$ cat src/sv/wpm_pkg.sv
// ----------------------------------------------------------------------------
// wpm_pkg
// Shared types and constants for the weighted multi-pattern matcher.
// ----------------------------------------------------------------------------
package wpm_pkg;

    localparam int NODES    = 4096;
    localparam int ALPHABET = 26;
    localparam int NW       = $clog2(NODES);
    localparam int LW       = 5;
    localparam int GDEPTH   = NODES * 32;
    localparam int GAW      = $clog2(GDEPTH);

    localparam logic [2:0] ACT_LETTER = 3'd0;
    localparam logic [2:0] ACT_END    = 3'd1;
    localparam logic [2:0] ACT_BUILD  = 3'd2;
    localparam logic [2:0] ACT_TEXT   = 3'd3;
    localparam logic [2:0] ACT_CLEAR  = 3'd4;

    localparam logic [1:0] ST_OK    = 2'd0;
    localparam logic [1:0] ST_FULL  = 2'd1;
    localparam logic [1:0] ST_PHASE = 2'd2;
    localparam logic [1:0] ST_OVF   = 2'd3;

    typedef enum logic [4:0] {
        S_RST, S_CLR, S_IDLE, S_DEC, S_INS_RD, S_INS_WR, S_END_WR,
        S_TXT_RD, S_TXT_RD2, S_TXT_CW, S_TXT_ACC,
        S_B_INIT, S_B_RLOAD, S_B_RCHK, S_B_RCW,
        S_B_POP, S_B_POPW, S_B_FLD, S_B_KRD, S_B_KCHK, S_B_TRD, S_B_TCHK,
        S_B_WRW, S_B_WRCW, S_B_NEXT, S_OUT
    } state_t;

    typedef struct packed {
        state_t st;
    } cmd_t;

    typedef struct packed {
        logic built;
    } sts_t;

endpackage

$ cat src/sv/wpm_ctrl.sv
// ----------------------------------------------------------------------------
// wpm_ctrl
// Sequencer for insert, build, scan and clear.
// ----------------------------------------------------------------------------
module wpm_ctrl import wpm_pkg::*; (
    input  logic aclk,
    input  logic aresetn,
    input  logic s_valid,
    input  logic m_ready,
    input  logic [2:0] act,
    input  logic [LW-1:0] let_in,
    input  sts_t sts,
    input  logic done_clr,
    input  logic child_nz,
    input  logic q_more,
    input  logic let_last,
    output cmd_t cmd,
    output logic s_ready,
    output logic m_valid
);
    state_t state_reg, state_next;

    always_ff @(posedge aclk) begin
        if (!aresetn) begin
            state_reg <= S_RST;
        end else begin
            state_reg <= state_next;
        end
    end

    always_comb begin
        state_next = state_reg;
        case (state_reg)
            S_RST:    if (done_clr) state_next = S_IDLE;
            S_CLR:    if (done_clr) state_next = S_OUT;
            S_IDLE:   if (s_valid) state_next = S_DEC;
            S_DEC: begin
                state_next = S_OUT;
                case (act)
                    ACT_LETTER: if (!sts.built && let_in < LW'(ALPHABET))
                        state_next = S_INS_RD;
                    ACT_END:    if (!sts.built) state_next = S_END_WR;
                    ACT_BUILD:  if (!sts.built) state_next = S_B_INIT;
                    ACT_TEXT:   if (sts.built && let_in < LW'(ALPHABET))
                        state_next = S_TXT_RD;
                    ACT_CLEAR:  state_next = S_CLR;
                    default:    state_next = S_OUT;
                endcase
            end
            S_INS_RD:  state_next = S_INS_WR;
            S_INS_WR:  state_next = S_OUT;
            S_END_WR:  state_next = S_OUT;
            S_TXT_RD:  state_next = S_TXT_RD2;
            S_TXT_RD2: state_next = S_TXT_CW;
            S_TXT_CW:  state_next = S_TXT_ACC;
            S_TXT_ACC: state_next = S_OUT;
            S_B_INIT:  state_next = S_B_RLOAD;
            S_B_RLOAD: state_next = S_B_RCHK;
            S_B_RCHK:  state_next = S_B_RCW;
            S_B_RCW:   state_next = let_last ? S_B_POP : S_B_RLOAD;
            S_B_POP:   state_next = q_more ? S_B_POPW : S_OUT;
            S_B_POPW:  state_next = S_B_FLD;
            S_B_FLD:   state_next = S_B_KRD;
            S_B_KRD:   state_next = S_B_KCHK;
            S_B_KCHK:  state_next = S_B_TRD;
            S_B_TRD:   state_next = S_B_TCHK;
            S_B_TCHK:  state_next = child_nz ? S_B_WRW : S_B_NEXT;
            S_B_WRW:   state_next = S_B_WRCW;
            S_B_WRCW:  state_next = S_B_NEXT;
            S_B_NEXT:  state_next = let_last ? S_B_POP : S_B_KRD;
            S_OUT:     if (m_ready) state_next = S_IDLE;
            default:   state_next = S_IDLE;
        endcase
    end

    always_comb begin
        cmd.st  = state_reg;
        s_ready = (state_reg == S_IDLE);
        m_valid = (state_reg == S_OUT);
    end
endmodule

$ cat config.mk
export PLATFORM = sky130hd
export DESIGN_NAME = wpm_ctrl
export DESIGN_NICKNAME = d
export VERILOG_FILES = /design/src/sv/wpm_pkg.sv /design/src/sv/wpm_ctrl.sv
export SDC_FILE = /design/constraint.sdc
export NUM_CORES = 1
export LEC_CHECK = 0
export ABC_CLOCK_PERIOD_IN_PS = 2900
export BUFFER_PORTS_ARGS = -buffer_cell sky130_fd_sc_hd__clkbuf_2
export CAP_MARGIN = 20
export CORE_UTILIZATION = 53
export DETAILED_ROUTE_END_ITERATION = 16
export PLACE_DENSITY = 0.93
export SLEW_MARGIN = 40
export SYNTH_ARGS = -nofsm -noshare
export SYNTH_HDL_FRONTEND = slang
export SYNTH_SLANG_ARGS = --single-unit
$ cat constraint.sdc
create_clock -name aclk -period 2.9 [get_ports aclk]
set_input_delay 0 -clock aclk [delete_from_list [all_inputs] [get_ports aclk]]
set_output_delay 0 -clock aclk [all_outputs]
set_load 0.01 [all_outputs]
==> results.sh <==
export IMPL_status="complete, no violations"
export IMPL_hpwlAfterDp_microns=1390
export IMPL_fmax_ghz=0.545
export IMPL_max_slew_worst_pin_slew_ns=0.720
export IMPL_remaining_drc_errors=0
export IMPL_postRouteAntennaNets=0
export IMPL_synth_common_cells="o21ai_0, nor2_1, a21oi_1, nand2_1, nor2b_1"
export IMPL_yosysTopAreaCell="dfxtp_1"
export IMPL_grt_pass1_wl_microns=3040
export IMPL_wl_per_cell_microns=14.3
export IMPL_skew_ns=0.00518
export IMPL_yosys_area_share_xor_xnor=0.0119
export IMPL_post_route_util=0.646
export IMPL_core_area_sq_um=1300
export IMPL_vdd_drop_max_mv=0.123
export IMPL_fin_tns_setup_ns=0
export IMPL_n_antenna_cell=0
export IMPL_max_stage_delay_ns=0.74
export IMPL_crit_chain="nand2b_1, nor3_2, a311oi_1, o21a_1, a21oi_1"
export IMPL_grt_busiest_layer="met2"
export IMPL_cp_start_kind="flip-flop"
export IMPL_final_setup_viol_count=0
export IMPL_cp_top_family="flip-flops"
export IMPL_place_ws_ns=1.12
export IMPL_synthCells=108
export IMPL_slew_violations=0
export IMPL_setup_ws_ns=1.06
export IMPL_die_h_microns=39.2
export IMPL_slew_headroom=0.520
export IMPL_required_ns=3.07
export IMPL_grt_pass1_vias=724
export IMPL_cts_tree="yes"
export IMPL_ys_ff_latch=5
export IMPL_synth_area_top_cells="dfxtp_1, o21ai_0, nor2_1"
export IMPL_endpoint_kind="flip-flop"
export IMPL_start_util=0.563
export IMPL_async_reset_ff_frac=0
export IMPL_synth_area_per_cell_sq_um=6.79
export IMPL_postCtsSetupRepairBufs=0
export IMPL_clk_pin_slew_ns=0.05
export IMPL_cts_made_buffers=3
export IMPL_cts_sinks=5
export IMPL_crit_buf_inv=0
export IMPL_total_power_uw=223
export IMPL_layout_nets=145
export IMPL_largest_reg_flops=5
export IMPL_hold_viol=0
export IMPL_cts_resized=0
export IMPL_grtUsageTotal=0.290
export IMPL_synth_top_area_share=0.137
export IMPL_ys_warn_count=0
export IMPL_grt_met2_usage=0.492
export IMPL_hold_class="input pin to flip-flop"
export IMPL_firstDrtPassIters=4
export IMPL_worstSetupPathType="flip-flop to flip-flop"
export IMPL_power_leakage_uw=0.000329
export IMPL_synth_edf_count=0
export IMPL_syn_nets=125
export IMPL_rsz0062_at_grt="no"
export IMPL_grt_util_met1=0.356
export IMPL_synth_fa_ha_area_frac=0
export IMPL_vias=893
export IMPL_synth_area_mux_share=0
export IMPL_htree_levels=1
export IMPL_insertion_delay_ns=0.25
export IMPL_synth_top_family_by_area="compound AO/OA/AOI/OAI gates"
export IMPL_ioPinCount=24
export IMPL_viasPerCell=6.29
export IMPL_overflow=0
export IMPL_synth_distinct_cells=44
export IMPL_netlist_area_sq_um=733
export IMPL_crit_slowest_cell="dfxtp_1"
export IMPL_synth_compound_area_frac=0.411
export IMPL_fin_crit_ns=1.84
export IMPL_die_area_sq_um=1540
export IMPL_wl_microns=2030
export IMPL_layout_area_overhead_vs_synth_pct=14.7
export IMPL_n_fill_cell=124
export IMPL_row_count=13
export IMPL_synthMostInstantiatedCell="o21ai_0"
export IMPL_drive_gt1_frac=0.236
export IMPL_gp_congestion=0.856
export IMPL_cap_violations=0
export IMPL_synth_ff_type="dfxtp_1"
export IMPL_antenna_found_initial=0
export IMPL_critPathMaxFanout=22
export IMPL_arrival_ns=2.01
export IMPL_port_buffers=22
export IMPL_cts_max_path_buffers=2
export IMPL_use_met3=0.0289
export IMPL_chipWidth_microns=39.2
export IMPL_power_per_cell_area_nw_per_um2=265
export IMPL_clockRootBuffer="clkbuf_4"
export IMPL_yosysSeqAreaShare=0.137
export IMPL_first_iter_violations=22
export IMPL_synth_simple_gate_area_frac=0.331
export IMPL_fin_crit_sh=0.633
export IMPL_grt_max_degree=24
-- logic make-up after synthesis --
| logic type | count (synthesis) |
|---|---|
| AOI/OAI and AO/OA | 45 |
| and+or+nand+nor | 43 |
| buffers and inverters | 14 |
| DFF | 5 |
| xor gates and xnor gates | 1 |
-- area by class of cell --
class	count	area, sq um	area share
tap	15	18.8	0.0223
inverter	6	22.5	0.0268
sequential	5	100	0.119
multi-input combinational	89	553	0.658
timing repair buffer	23	120	0.143
clock buffer	4	26.3	0.0313
-- worst min-delay path, cell delays in order --
cell and delay, ns:
clkbuf_2 0.13, nor2_1 0.08, nand2_1 0.07, a31oi_1 0.06
-- worst paths after layout --
kind                                     startpoint                  end  slack (ns)  cells past startpoint
worst min register to register  cmd[0]$_SDFFE_PN0P_  cmd[0]$_SDFFE_PN0P_        0.82                      2
worst min-delay path                         act[2]  cmd[1]$_SDFFE_PN0P_        0.13                      4
worst max register to register  cmd[0]$_SDFFE_PN0P_  cmd[4]$_SDFFE_PN0P_        1.06                      5
worst max-delay path            cmd[0]$_SDFFE_PN0P_  cmd[4]$_SDFFE_PN0P_        1.06                      5
-- power breakdown --
part	internal [uW]	leakage [uW]	switching, uW
registers	71.0	0.0000406	11.4
logic	28.1	0.000274	28.0
clock network	52.2	0.0000150	32.2
total	151	0.000329	71.6
-- stage by stage --
stage          hold slack [ns]  area (sq um)  std cells
6_report                 0.134           841        142
5_1_grt                  0.153           841        142
4_1_cts                  0.129           841        142
3_5_place_dp             0.243           805        137
3_3_place_gp             0.245           805        137
2_1_floorplan            0.116           733        108
-- placed cells by master (no fill, tap or decap), drive strengths merged --
master,n
a2111oi,1
a21boi,1
a2bb2oi,1
clkbuf,26
nand3,1
inv,6
a21oi,7
o211ai,2
a311oi,1
o21ai,15
dfxtp,5
a311o,1
a221oi,2
nor3b,2
a21o,1
nor2b,6
nand3b,1
a31o,1
and2b,1
o21bai,1
xnor2,1
nor4,1
and4b,1
dlygate4sd3,1
o311ai,1
o21a,1
nor3,4
or3,1
nand4,2
a211oi,1
and3,1
o31ai,1
nor2,11
and3b,2
nand2,7
a22o,1
o311a,2
nand2b,2
a31oi,4
-- routing by layer --
| metal | vias up | wire (microns) |
|---|---|---|
| li1 | 443 | - |
| met1 | 390 | 860 |
| met2 | 50 | 970 |
| met3 | 10 | 144 |
| met4 | 0 | 51 |
| met5 | - | 0 |
-- timing repair --
action | 4_1_cts | 5_1_grt
hold buffers | 1 | 0
hold endpoints to repair | 1 | 0
endpoints found under the setup margin | 0 | 0
(Power assumes the default switching activity.)
